### src/hdl/mfs_pkg.sv
// Shared types, state codes and helper functions for the feedback scheduler.
// No dependencies; used by every module of the block.
package mfs_pkg;

    typedef enum logic [2:0] {
        ST_WAIT,
        ST_DECIDE,
        ST_REQUEUE,
        ST_DISPATCH,
        ST_RUN
    } mfs_state_t;

    typedef struct packed {
        logic       push;
        logic [7:0] id;
        logic [9:0] service;
        logic       pending;
    } mfs_item_t;

    typedef struct packed {
        logic       fresh;
        logic [9:0] service;
        logic [7:0] id;
    } mfs_entry_t;

    localparam logic [1:0] CFG_SLICE_DOUBLING = 2'd0;
    localparam logic [1:0] CFG_SWITCH_COST    = 2'd1;

    localparam logic [31:0] TICK_STEP = 32'd16;

    function automatic logic [3:0] slice_len(input logic dbl, input logic [2:0] lvl);
        logic [3:0] len;
        begin
            if (!dbl)
            begin
                len = 4'd1;
            end
            else
            begin
                case (lvl)
                    3'd0:    len = 4'd1;
                    3'd1:    len = 4'd2;
                    3'd2:    len = 4'd4;
                    default: len = 4'd8;
                endcase
            end
            return len;
        end
    endfunction

endpackage

### src/hdl/mfs_front.sv
// Front end: accepts tick transactions, classifies the arrival and buffers
// them in a two-entry queue for the back end. Depends on mfs_pkg.
module mfs_front
    import mfs_pkg::*;
(
    input  logic        clk,
    input  logic        rst_n,
    input  logic        in_valid,
    output logic        in_stall,
    input  logic        arrive_valid,
    input  logic [7:0]  arrive_id,
    input  logic [9:0]  arrive_service,
    input  logic        more_pending,
    output logic        item_valid,
    output mfs_item_t   item,
    input  logic        item_pop
);

    mfs_item_t  buf_reg [2];
    logic       wr_ptr_reg, wr_ptr_next;
    logic       rd_ptr_reg, rd_ptr_next;
    logic [1:0] cnt_reg, cnt_next;
    logic       take;
    logic       give;
    mfs_item_t  cls;

    assign in_stall   = (cnt_reg == 2'd2);
    assign take       = in_valid && !in_stall;
    assign item_valid = (cnt_reg != 2'd0);
    assign item       = buf_reg[rd_ptr_reg];
    assign give       = item_pop && item_valid;

    always_comb
    begin
        cls.push    = arrive_valid && (arrive_id != 8'd0);
        cls.id      = arrive_id;
        cls.service = (arrive_service == 10'd0) ? 10'd1 : arrive_service;
        cls.pending = more_pending;
    end

    always_comb
    begin
        wr_ptr_next = take ? ~wr_ptr_reg : wr_ptr_reg;
        rd_ptr_next = give ? ~rd_ptr_reg : rd_ptr_reg;
        cnt_next    = cnt_reg + (take ? 2'd1 : 2'd0) - (give ? 2'd1 : 2'd0);
    end

    always_ff @(posedge clk or negedge rst_n)
    begin
        if (!rst_n)
        begin
            wr_ptr_reg <= 1'b0;
            rd_ptr_reg <= 1'b0;
            cnt_reg    <= 2'd0;
        end
        else
        begin
            wr_ptr_reg <= wr_ptr_next;
            rd_ptr_reg <= rd_ptr_next;
            cnt_reg    <= cnt_next;
        end
    end

    always_ff @(posedge clk)
    begin
        if (take)
        begin
            buf_reg[wr_ptr_reg] <= cls;
        end
    end

endmodule

### src/hdl/mfs_back.sv
// Back end: per-level job queues in one memory, the running job and the
// tick sequencer with the result register. Depends on mfs_pkg.
module mfs_back
    import mfs_pkg::*;
#(
    parameter int QUEUE_DEPTH = 16,
    parameter int LEVELS      = 4
)
(
    input  logic        clk,
    input  logic        rst_n,
    input  logic        slice_doubling,
    input  logic [7:0]  switch_cost,
    input  logic        item_valid,
    input  mfs_item_t   item,
    output logic        item_pop,
    output logic        out_valid,
    input  logic        out_stall,
    output logic [7:0]  run_id,
    output logic        all_done,
    output logic        first_run,
    output logic        finished_valid,
    output logic [7:0]  finished_id,
    output logic        switched,
    output logic [31:0] now_time
);

    localparam int PW = $clog2(QUEUE_DEPTH);
    localparam int CW = $clog2(QUEUE_DEPTH + 1);
    localparam int SW = PW + 2;
    localparam int LW = $clog2(LEVELS);
    localparam int AW = $clog2(LEVELS * QUEUE_DEPTH);
    localparam logic [CW-1:0] QD_CNT  = CW'(QUEUE_DEPTH);
    localparam logic [SW-1:0] QD_SUM  = SW'(QUEUE_DEPTH);
    localparam logic [PW-1:0] QD_LAST = PW'(QUEUE_DEPTH - 1);
    localparam logic [AW-1:0] QD_ADDR = AW'(QUEUE_DEPTH);
    localparam logic [LW-1:0] LVL_LAST = LW'(LEVELS - 1);

    mfs_entry_t mem [LEVELS * QUEUE_DEPTH];
    mfs_entry_t rd_data_reg;

    mfs_state_t state_reg, state_next;
    logic [CW-1:0] count_reg [LEVELS];
    logic [CW-1:0] count_next [LEVELS];
    logic [PW-1:0] head_reg [LEVELS];
    logic [PW-1:0] head_next [LEVELS];
    logic [7:0]  cur_id_reg, cur_id_next;
    logic [9:0]  cur_rem_reg, cur_rem_next;
    logic        cur_fresh_reg, cur_fresh_next;
    logic [3:0]  slice_reg, slice_next;
    logic [LW-1:0] cur_lvl_reg, cur_lvl_next;
    logic [31:0] time_reg, time_next;
    logic        pending_reg, pending_next;
    logic        fin_v_reg, fin_v_next;
    logic [7:0]  fin_id_reg, fin_id_next;
    logic        sw_reg, sw_next;
    logic [LW-1:0] disp_lvl_reg, disp_lvl_next;
    logic        chg_all_reg, chg_all_next;
    logic        chg_cmp_reg, chg_cmp_next;
    logic        out_valid_reg, out_valid_next;
    logic [7:0]  o_run_reg, o_run_next;
    logic        o_done_reg, o_done_next;
    logic        o_first_reg, o_first_next;
    logic        o_fin_v_reg, o_fin_v_next;
    logic [7:0]  o_fin_id_reg, o_fin_id_next;
    logic        o_sw_reg, o_sw_next;
    logic [31:0] o_time_reg, o_time_next;

    logic          hl_found;
    logic [LW-1:0] hl_idx;
    logic          any_queued;
    logic          wr_en;
    logic [AW-1:0] wr_addr;
    mfs_entry_t    wr_data;
    logic          rd_en;
    logic [AW-1:0] rd_addr;
    logic [LW-1:0] tgt;
    logic [SW-1:0] tail_sum;
    logic [PW-1:0] tail;
    logic          out_free;
    logic          charge;

    assign out_free = !out_valid_reg || !out_stall;

    always_comb
    begin
        hl_found = 1'b0;
        hl_idx   = '0;
        for (int l = LEVELS - 1; l >= 0; l--)
        begin
            if (count_reg[l] != '0)
            begin
                hl_found = 1'b1;
                hl_idx   = LW'(l);
            end
        end
    end

    assign any_queued = hl_found;

    always_comb
    begin
        tgt = cur_lvl_reg;
        if (cur_lvl_reg != LVL_LAST && hl_found)
        begin
            tgt = cur_lvl_reg + LW'(1);
        end
    end

    always_comb
    begin
        state_next = state_reg;
        case (state_reg)
            ST_WAIT:
            begin
                if (item_valid)
                begin
                    state_next = ST_DECIDE;
                end
            end
            ST_DECIDE:
            begin
                if (cur_id_reg == 8'd0 || cur_rem_reg == 10'd0)
                begin
                    state_next = hl_found ? ST_DISPATCH : ST_RUN;
                end
                else if (slice_reg == 4'd0 && count_reg[tgt] < QD_CNT)
                begin
                    state_next = ST_REQUEUE;
                end
                else
                begin
                    state_next = ST_RUN;
                end
            end
            ST_REQUEUE:  state_next = ST_DISPATCH;
            ST_DISPATCH: state_next = ST_RUN;
            ST_RUN:
            begin
                if (out_free)
                begin
                    state_next = ST_WAIT;
                end
            end
            default:     state_next = ST_WAIT;
        endcase
    end

    always_comb
    begin
        count_next     = count_reg;
        head_next      = head_reg;
        cur_id_next    = cur_id_reg;
        cur_rem_next   = cur_rem_reg;
        cur_fresh_next = cur_fresh_reg;
        slice_next     = slice_reg;
        cur_lvl_next   = cur_lvl_reg;
        time_next      = time_reg;
        pending_next   = pending_reg;
        fin_v_next     = fin_v_reg;
        fin_id_next    = fin_id_reg;
        sw_next        = sw_reg;
        disp_lvl_next  = disp_lvl_reg;
        chg_all_next   = chg_all_reg;
        chg_cmp_next   = chg_cmp_reg;
        out_valid_next = out_valid_reg && out_stall;
        o_run_next     = o_run_reg;
        o_done_next    = o_done_reg;
        o_first_next   = o_first_reg;
        o_fin_v_next   = o_fin_v_reg;
        o_fin_id_next  = o_fin_id_reg;
        o_sw_next      = o_sw_reg;
        o_time_next    = o_time_reg;
        item_pop       = 1'b0;
        wr_en          = 1'b0;
        wr_addr        = '0;
        wr_data        = '0;
        rd_en          = 1'b0;
        rd_addr        = '0;
        tail_sum       = '0;
        tail           = '0;
        charge         = 1'b0;
        case (state_reg)
            ST_WAIT:
            begin
                if (item_valid)
                begin
                    item_pop     = 1'b1;
                    pending_next = item.pending;
                    fin_v_next   = 1'b0;
                    fin_id_next  = 8'd0;
                    sw_next      = 1'b0;
                    tail_sum     = SW'(head_reg[0]) + SW'(count_reg[0]);
                    if (tail_sum >= QD_SUM)
                    begin
                        tail_sum = tail_sum - QD_SUM;
                    end
                    tail = tail_sum[PW-1:0];
                    if (item.push && count_reg[0] < QD_CNT)
                    begin
                        wr_en         = 1'b1;
                        wr_addr       = AW'(tail);
                        wr_data.fresh = 1'b1;
                        wr_data.service = item.service;
                        wr_data.id    = item.id;
                        count_next[0] = count_reg[0] + CW'(1);
                    end
                end
            end
            ST_DECIDE:
            begin
                rd_addr = AW'(hl_idx) * QD_ADDR + AW'(head_reg[hl_idx]);
                disp_lvl_next = hl_idx;
                if (cur_id_reg == 8'd0)
                begin
                    rd_en        = hl_found;
                    chg_all_next = 1'b0;
                    chg_cmp_next = 1'b0;
                end
                else if (cur_rem_reg == 10'd0)
                begin
                    fin_v_next   = 1'b1;
                    fin_id_next  = cur_id_reg;
                    rd_en        = hl_found;
                    chg_all_next = 1'b1;
                    chg_cmp_next = 1'b0;
                    if (!hl_found)
                    begin
                        cur_id_next    = 8'd0;
                        cur_fresh_next = 1'b0;
                        slice_next     = 4'd0;
                    end
                end
                else if (slice_reg == 4'd0)
                begin
                    if (count_reg[tgt] < QD_CNT)
                    begin
                        tail_sum = SW'(head_reg[tgt]) + SW'(count_reg[tgt]);
                        if (tail_sum >= QD_SUM)
                        begin
                            tail_sum = tail_sum - QD_SUM;
                        end
                        tail            = tail_sum[PW-1:0];
                        wr_en           = 1'b1;
                        wr_addr         = AW'(tgt) * QD_ADDR + AW'(tail);
                        wr_data.fresh   = cur_fresh_reg;
                        wr_data.service = cur_rem_reg;
                        wr_data.id      = cur_id_reg;
                        count_next[tgt] = count_reg[tgt] + CW'(1);
                    end
                    else
                    begin
                        slice_next = slice_len(slice_doubling, 3'(cur_lvl_reg));
                    end
                end
            end
            ST_REQUEUE:
            begin
                rd_en         = 1'b1;
                rd_addr       = AW'(hl_idx) * QD_ADDR + AW'(head_reg[hl_idx]);
                disp_lvl_next = hl_idx;
                chg_all_next  = 1'b0;
                chg_cmp_next  = 1'b1;
            end
            ST_DISPATCH:
            begin
                charge = chg_all_reg || (chg_cmp_reg && rd_data_reg.id != cur_id_reg);
                if (charge)
                begin
                    time_next = time_reg + {24'd0, switch_cost};
                    sw_next   = 1'b1;
                end
                cur_id_next    = rd_data_reg.id;
                cur_rem_next   = rd_data_reg.service;
                cur_fresh_next = rd_data_reg.fresh;
                cur_lvl_next   = disp_lvl_reg;
                slice_next     = slice_len(slice_doubling, 3'(disp_lvl_reg));
                count_next[disp_lvl_reg] = count_reg[disp_lvl_reg] - CW'(1);
                head_next[disp_lvl_reg]  = (head_reg[disp_lvl_reg] == QD_LAST) ? '0 :
                                           head_reg[disp_lvl_reg] + PW'(1);
            end
            ST_RUN:
            begin
                if (out_free)
                begin
                    o_run_next   = cur_id_reg;
                    o_first_next = (cur_id_reg != 8'd0) && cur_fresh_reg;
                    if (cur_id_reg != 8'd0)
                    begin
                        cur_fresh_next = 1'b0;
                        if (cur_rem_reg != 10'd0)
                        begin
                            cur_rem_next = cur_rem_reg - 10'd1;
                        end
                        if (slice_reg != 4'd0)
                        begin
                            slice_next = slice_reg - 4'd1;
                        end
                    end
                    time_next      = time_reg + TICK_STEP;
                    o_time_next    = time_reg + TICK_STEP;
                    o_done_next    = (cur_id_reg == 8'd0) && !any_queued && !pending_reg;
                    o_fin_v_next   = fin_v_reg;
                    o_fin_id_next  = fin_id_reg;
                    o_sw_next      = sw_reg;
                    out_valid_next = 1'b1;
                end
            end
            default:
            begin
            end
        endcase
    end

    always_ff @(posedge clk or negedge rst_n)
    begin
        if (!rst_n)
        begin
            state_reg     <= ST_WAIT;
            for (int l = 0; l < LEVELS; l++)
            begin
                count_reg[l] <= '0;
                head_reg[l]  <= '0;
            end
            cur_id_reg    <= 8'd0;
            cur_rem_reg   <= 10'd0;
            cur_fresh_reg <= 1'b0;
            slice_reg     <= 4'd0;
            cur_lvl_reg   <= '0;
            time_reg      <= 32'd0;
            out_valid_reg <= 1'b0;
        end
        else
        begin
            state_reg     <= state_next;
            count_reg     <= count_next;
            head_reg      <= head_next;
            cur_id_reg    <= cur_id_next;
            cur_rem_reg   <= cur_rem_next;
            cur_fresh_reg <= cur_fresh_next;
            slice_reg     <= slice_next;
            cur_lvl_reg   <= cur_lvl_next;
            time_reg      <= time_next;
            out_valid_reg <= out_valid_next;
        end
    end

    always_ff @(posedge clk)
    begin
        pending_reg  <= pending_next;
        fin_v_reg    <= fin_v_next;
        fin_id_reg   <= fin_id_next;
        sw_reg       <= sw_next;
        disp_lvl_reg <= disp_lvl_next;
        chg_all_reg  <= chg_all_next;
        chg_cmp_reg  <= chg_cmp_next;
        o_run_reg    <= o_run_next;
        o_done_reg   <= o_done_next;
        o_first_reg  <= o_first_next;
        o_fin_v_reg  <= o_fin_v_next;
        o_fin_id_reg <= o_fin_id_next;
        o_sw_reg     <= o_sw_next;
        o_time_reg   <= o_time_next;
    end

    always_ff @(posedge clk)
    begin
        if (wr_en)
        begin
            mem[wr_addr] <= wr_data;
        end
        if (rd_en)
        begin
            rd_data_reg <= mem[rd_addr];
        end
    end

    assign out_valid      = out_valid_reg;
    assign run_id         = o_run_reg;
    assign all_done       = o_done_reg;
    assign first_run      = o_first_reg;
    assign finished_valid = o_fin_v_reg;
    assign finished_id    = o_fin_id_reg;
    assign switched       = o_sw_reg;
    assign now_time       = o_time_reg;

    // A dispatched level must still hold at least one job.
    assert property (@(posedge clk) disable iff (!rst_n)
        state_reg == ST_DISPATCH |-> count_reg[disp_lvl_reg] != '0)
        else $error("dispatch from an empty level");

    // A job that is about to run always has slice time left.
    assert property (@(posedge clk) disable iff (!rst_n)
        (state_reg == ST_RUN && cur_id_reg != 8'd0) |-> slice_reg != 4'd0)
        else $error("running job without slice");

    // Neither the first nor the last level queue ever holds more than its depth.
    assert property (@(posedge clk) disable iff (!rst_n)
        count_reg[0] <= QD_CNT && count_reg[LVL_LAST] <= QD_CNT)
        else $error("level queue overflow");

    // A result is produced only on leaving the run step.
    assert property (@(posedge clk) disable iff (!rst_n)
        (!$past(out_valid_reg) && out_valid_reg) |-> $past(state_reg) == ST_RUN)
        else $error("result outside run step");

endmodule

### src/hdl/multilevel_feedback_scheduler.sv
// Top level of the four-level feedback scheduler: configuration registers,
// front end and back end. Depends on mfs_pkg, mfs_front and mfs_back.
// Each input transaction is one time tick and yields one result transaction.
// In the back end a tick passes through these steps in order: take the tick and
// enqueue its arrival, decide, requeue an expired job if needed, take the next
// job from the queue memory if one is dispatched, then run. All levels share one
// queue memory. The front buffers two ticks so the input side keeps moving while
// the back end works. Configuration writes are always accepted and take effect
// as soon as they are registered, also within a tick in progress.
module multilevel_feedback_scheduler
    import mfs_pkg::*;
#(
    parameter int QUEUE_DEPTH = 16,
    parameter int LEVELS      = 4
)
(
    input  logic        clk,
    input  logic        rst_n,
    input  logic        in_valid,
    output logic        in_stall,
    input  logic        arrive_valid,
    input  logic [7:0]  arrive_id,
    input  logic [9:0]  arrive_service,
    input  logic        more_pending,
    output logic        out_valid,
    input  logic        out_stall,
    output logic [7:0]  run_id,
    output logic        all_done,
    output logic        first_run,
    output logic        finished_valid,
    output logic [7:0]  finished_id,
    output logic        switched,
    output logic [31:0] now_time,
    input  logic        cfg_valid,
    output logic        cfg_ready,
    input  logic [1:0]  cfg_index,
    input  logic [7:0]  cfg_data
);

    logic       slice_doubling_reg;
    logic [7:0] switch_cost_reg;
    logic       item_valid;
    mfs_item_t  item;
    logic       item_pop;

    assign cfg_ready = 1'b1;

    always_ff @(posedge clk or negedge rst_n)
    begin
        if (!rst_n)
        begin
            slice_doubling_reg <= 1'b1;
            switch_cost_reg    <= 8'd0;
        end
        else if (cfg_valid && cfg_ready)
        begin
            case (cfg_index)
                CFG_SLICE_DOUBLING: slice_doubling_reg <= cfg_data[0];
                CFG_SWITCH_COST:    switch_cost_reg    <= cfg_data;
                default:
                begin
                end
            endcase
        end
    end

    mfs_front u_front (
        .clk            (clk),
        .rst_n          (rst_n),
        .in_valid       (in_valid),
        .in_stall       (in_stall),
        .arrive_valid   (arrive_valid),
        .arrive_id      (arrive_id),
        .arrive_service (arrive_service),
        .more_pending   (more_pending),
        .item_valid     (item_valid),
        .item           (item),
        .item_pop       (item_pop)
    );

    mfs_back #(
        .QUEUE_DEPTH (QUEUE_DEPTH),
        .LEVELS      (LEVELS)
    ) u_back (
        .clk            (clk),
        .rst_n          (rst_n),
        .slice_doubling (slice_doubling_reg),
        .switch_cost    (switch_cost_reg),
        .item_valid     (item_valid),
        .item           (item),
        .item_pop       (item_pop),
        .out_valid      (out_valid),
        .out_stall      (out_stall),
        .run_id         (run_id),
        .all_done       (all_done),
        .first_run      (first_run),
        .finished_valid (finished_valid),
        .finished_id    (finished_id),
        .switched       (switched),
        .now_time       (now_time)
    );

endmodule
### config.mk
export PLATFORM = sky130hd
export DESIGN_NAME = multilevel_feedback_scheduler
export DESIGN_NICKNAME = d
export VERILOG_FILES = /design/src/hdl/mfs_pkg.sv /design/src/hdl/mfs_front.sv /design/src/hdl/mfs_back.sv /design/src/hdl/multilevel_feedback_scheduler.sv
export SDC_FILE = /design/constraint.sdc
export NUM_CORES = 2
export LEC_CHECK = 0
export ABC_AREA = 1
export ABC_CLOCK_PERIOD_IN_PS = 7400
export BUFFER_PORTS_ARGS = -buffer_cell sky130_fd_sc_hd__buf_2
export CAP_MARGIN = 20
export CORE_ASPECT_RATIO = 0.8
export CORE_UTILIZATION = 50
export CTS_CLUSTER_SIZE = 40
export DETAILED_ROUTE_END_ITERATION = 7
export PLACE_DENSITY = 0.64
export SYNTH_ARGS = -nofsm -noshare
export SYNTH_HDL_FRONTEND = slang
export SYNTH_SLANG_ARGS = --single-unit
### constraint.sdc
create_clock -name clk -period 7.4 [get_ports clk]
set_input_delay 0.74 -clock clk [delete_from_list [all_inputs] [get_ports clk]]
set_output_delay 0.74 -clock clk [all_outputs]
set_load 0.01 [all_outputs]
==> metrics.cfg <==
[placed_design]
post-dp-hpwl_mm = 109
placed_cells = 7672
routabilityCongestion = 0.929
portBuffers = 88
dpl_cell_area_mm2 = 0.0675

[drt]
drtAntennaViolNets = 0
wirelength_mm = 185
drc_errors = 0
vias_per_cell = 5.68
drtIter0Drc = 5730
dr.pass1.iters = 6
wl_per_cell_um = 23.3
vias = 45100

[sta]
rsz0062_at_grt = false
timing.fmax_mhz = 180
finalSetupViolCount = 0
worst_clock_skew_ns = 0.0306
tns_ns = 0
max_slew.worst_pin.slew_ns = 1.11
slew_violations = 0
period_minus_slack_ns = 5.55
fin_crit_sh = 0.750
relSlewSlack = 0.258
hold_viol_final = 0

[final_layout]
stdcell_count = 7946
fin_nets = 6177
num_antenna_cells = 0
fillCellCount = 10800
multi_input_area_mm2 = 0.0182
regArea_mm2 = 0.0431
design_area_mm2 = 0.0723
drive_above_1_share = 0.0945
largest_register_ffs = 1216
areaGrowthSynthToFinish_pct = 11.6

[global_routing]
grtUsageTotal = 0.281
grt_pass1_wl_mm = 274
antenna_found_initial = 4
gr-total-overflow = 0
grt_max_degree = 178
first_global_vias = 41700

[synthesis]
synth.area.top_cells = edfxtp_1 62%, nand2_1 9.4%, nand3_1 7.6%
synth-async-reset-ratio = 0.0758
avgSynthCellArea_um2 = 10.7
synth_cells = 6069
yosysSeqAreaShare = 0.664
syn_nets = 6135
synthTopCellsByCount = 1,628 x nand2_1, 1,342 x edfxtp_1, 983 x nand3_1
synth_flop_cell = edfxtp_1
yosysWarnings = 0
yosys.cell_count.top_type = nand2_1
syn_area_mm2 = 0.0648
ys_ff_latch = 1452
yosysUniqueCellTypes = 59
synth.largest_area_cell = edfxtp_1
synth_edf_count = 1342
synth_top_area_share = 0.622

[critical_path]
rrSetupSlack_ns = 1.85
cp_common_cell = nand2_1
cp_max_fo = 86
reg2reg_depth = 20
arrival_ns = 6.23
cp_slowest_cell = inv_8
timing.rr.end = u_back.rd_data_reg[8]$_DFFE_PP_
endpoint_kind = flop
r2r_start = u_back.count_reg[16]$_DFFE_PN0P_
required_ns = 8.08
max_stage_delay_ns = 0.64
worstSetupPathType = flop to flop
crit_chain = inv_1, ha_1, nand3_2, inv_1, nand2_1, nand2_1, nand3_1, nand2_8, nand2_8, inv_8, buf_12, buf_4, nand2_1, nand2_1, nand2_1, nand3_1, nand3_1, nand3_1, nand3_1, nand2_1
cp-start-kind = flop

[clocking]
clockBufferDepth = 3
root_buffer = clkbuf_16
cts_max_level = 4
cts_hold_buf = 0
clkTransAtPathRegs_ns = 0.07
cts_tree = done
cts.sinks = 1452
cts_setup_buffers = 0
clkLatencyLatePin_ns = 0.81
cts_resized = 0
cts_buffers = 146

[die]
die_x_um = 404
start_util = 0.506
coreArea_mm2 = 0.128
num_rows = 117
ioPinCount = 90
die-area_mm2 = 0.131
die_h_um = 324

[flow_run]
cap_violations = 0

[hold_path]
hold_path_class = primary input to async pin

[power]
swShare = 0.402
clkPwrFrac = 0.256
switching_power_mw = 11.3
vdd_drop_max_v = 0.000555
p_int_mw = 16.9
powerDensity_mw_per_mm2 = 391
p_seq_frac = 0.380
p_comb_frac = 0.364
leakagePower_nw = 28.7

[outcome]
outcome = finished clean

## area by class of cell
| type | count | area share |
|---|---|---|
| Multi-Input combinational cell | 3626 | 0.252 |
| Clock inverter | 65 | 0.00876 |
| Clock buffer | 193 | 0.0543 |
| Inverter | 660 | 0.0346 |
| Tap cell | 1725 | 0.0298 |
| Timing Repair Buffer | 225 | 0.0252 |
| Sequential cell | 1452 | 0.595 |
## layer usage
metal  part of all wire  vias up  GRT usage
met1               0.43    22000      0.407
met5           0.000043        -          0
met2               0.46     2070      0.434
met4              0.032        2     0.0971
met3              0.083      318     0.0438
li1                   -    20700          -
## metrics by stage
stage | util | total power [mW] | hold WS [ns] | setup WS (ns)
2_1_floorplan | - | 18.1 | 0.400 | 2.03
3_3_place_gp | 0.526 | 22.1 | 0.406 | 2.00
3_5_place_dp | 0.527 | 21.0 | 0.409 | 1.98
4_1_cts | 0.563 | 28.2 | 0.0828 | 1.96
5_1_grt | 0.565 | 29.5 | 0.116 | 1.60
6_report | 0.565 | 28.2 | 0.0829 | 1.85
## worst max path at each step
stage	from	endpoint	slack, ns	depth (start not counted)
after global placement	u_back.count_reg[16]$_DFFE_PN0P_	u_back.mem[27][13]$_DFFE_PP_	2.00	20
after detailed placement	u_back.count_reg[16]$_DFFE_PN0P_	u_back.mem[60][17]$_DFFE_PP_	1.98	20
final	u_back.count_reg[16]$_DFFE_PN0P_	u_back.rd_data_reg[8]$_DFFE_PP_	1.85	20
after global routing	u_back.count_reg[16]$_DFFE_PN0P_	u_back.rd_data_reg[4]$_DFFE_PP_	1.60	20
after CTS	u_back.count_reg[16]$_DFFE_PN0P_	u_back.mem[60][17]$_DFFE_PP_	1.96	20
after floorplan	u_back.count_reg[16]$_DFFE_PN0P_	u_back.mem[0][10]$_DFFE_PP_	2.03	16
## cells in the final DEF (no fill, tap or decap), drive strengths merged, types with 24 or more instances in the layout
cell / netlist / layout
xor2: 37 / 37
ha: 29 / 29
clkinv: 2 / 50
o21ai: 145 / 145
clkbuf: 86 / 193
nand3: 1000 / 1000
nand3b: 289 / 289
a22oi: 24 / 24
buf: 245 / 225
o22ai: 30 / 30
nand2: 1652 / 1652
inv: 658 / 667
a21oi: 77 / 77
dfrtp: 109 / 109
o211ai: 30 / 30
edfxtp: 1342 / 1342
nor2: 213 / 213
## cells by family (layout without fill, tap and decap cells)
family / after synthesis / after routing / synth area share
and+or+nand+nor: 3192 / 3192 / 0.227
buffers and inverters: 991 / 1143 / 0.0625
AOI/OAI and AO/OA: 345 / 345 / 0.0317
other: 1 / 1 / 0.0000579
DFF: 1452 / 1452 / 0.664
adders and majority gates: 31 / 31 / 0.00622
muxes: 11 / 11 / 0.00181
xor gates and xnor gates: 46 / 46 / 0.00622
## power groups by stage
stage | Combinational, mW | Sequential, mW | Clock, mW
4_1_cts | 10.2 | 10.7 | 7.30
2_1_floorplan | 7.17 | 11.0 | 0
5_1_grt | 11.1 | 10.8 | 7.59
3_3_place_gp | 11.1 | 11.0 | 0
6_report | 10.3 | 10.7 | 7.24
3_5_place_dp | 10.1 | 10.9 | 0
## worst max-delay path: cells and delay by family, from the launching register on
family,cells,cell delay (ns)
buffers and inverters,5,1.71
DFF,1,0.47
adders and majority gates,1,0.21
and+or+nand+nor,14,2.58
Power figures use the tool's default switching activity.
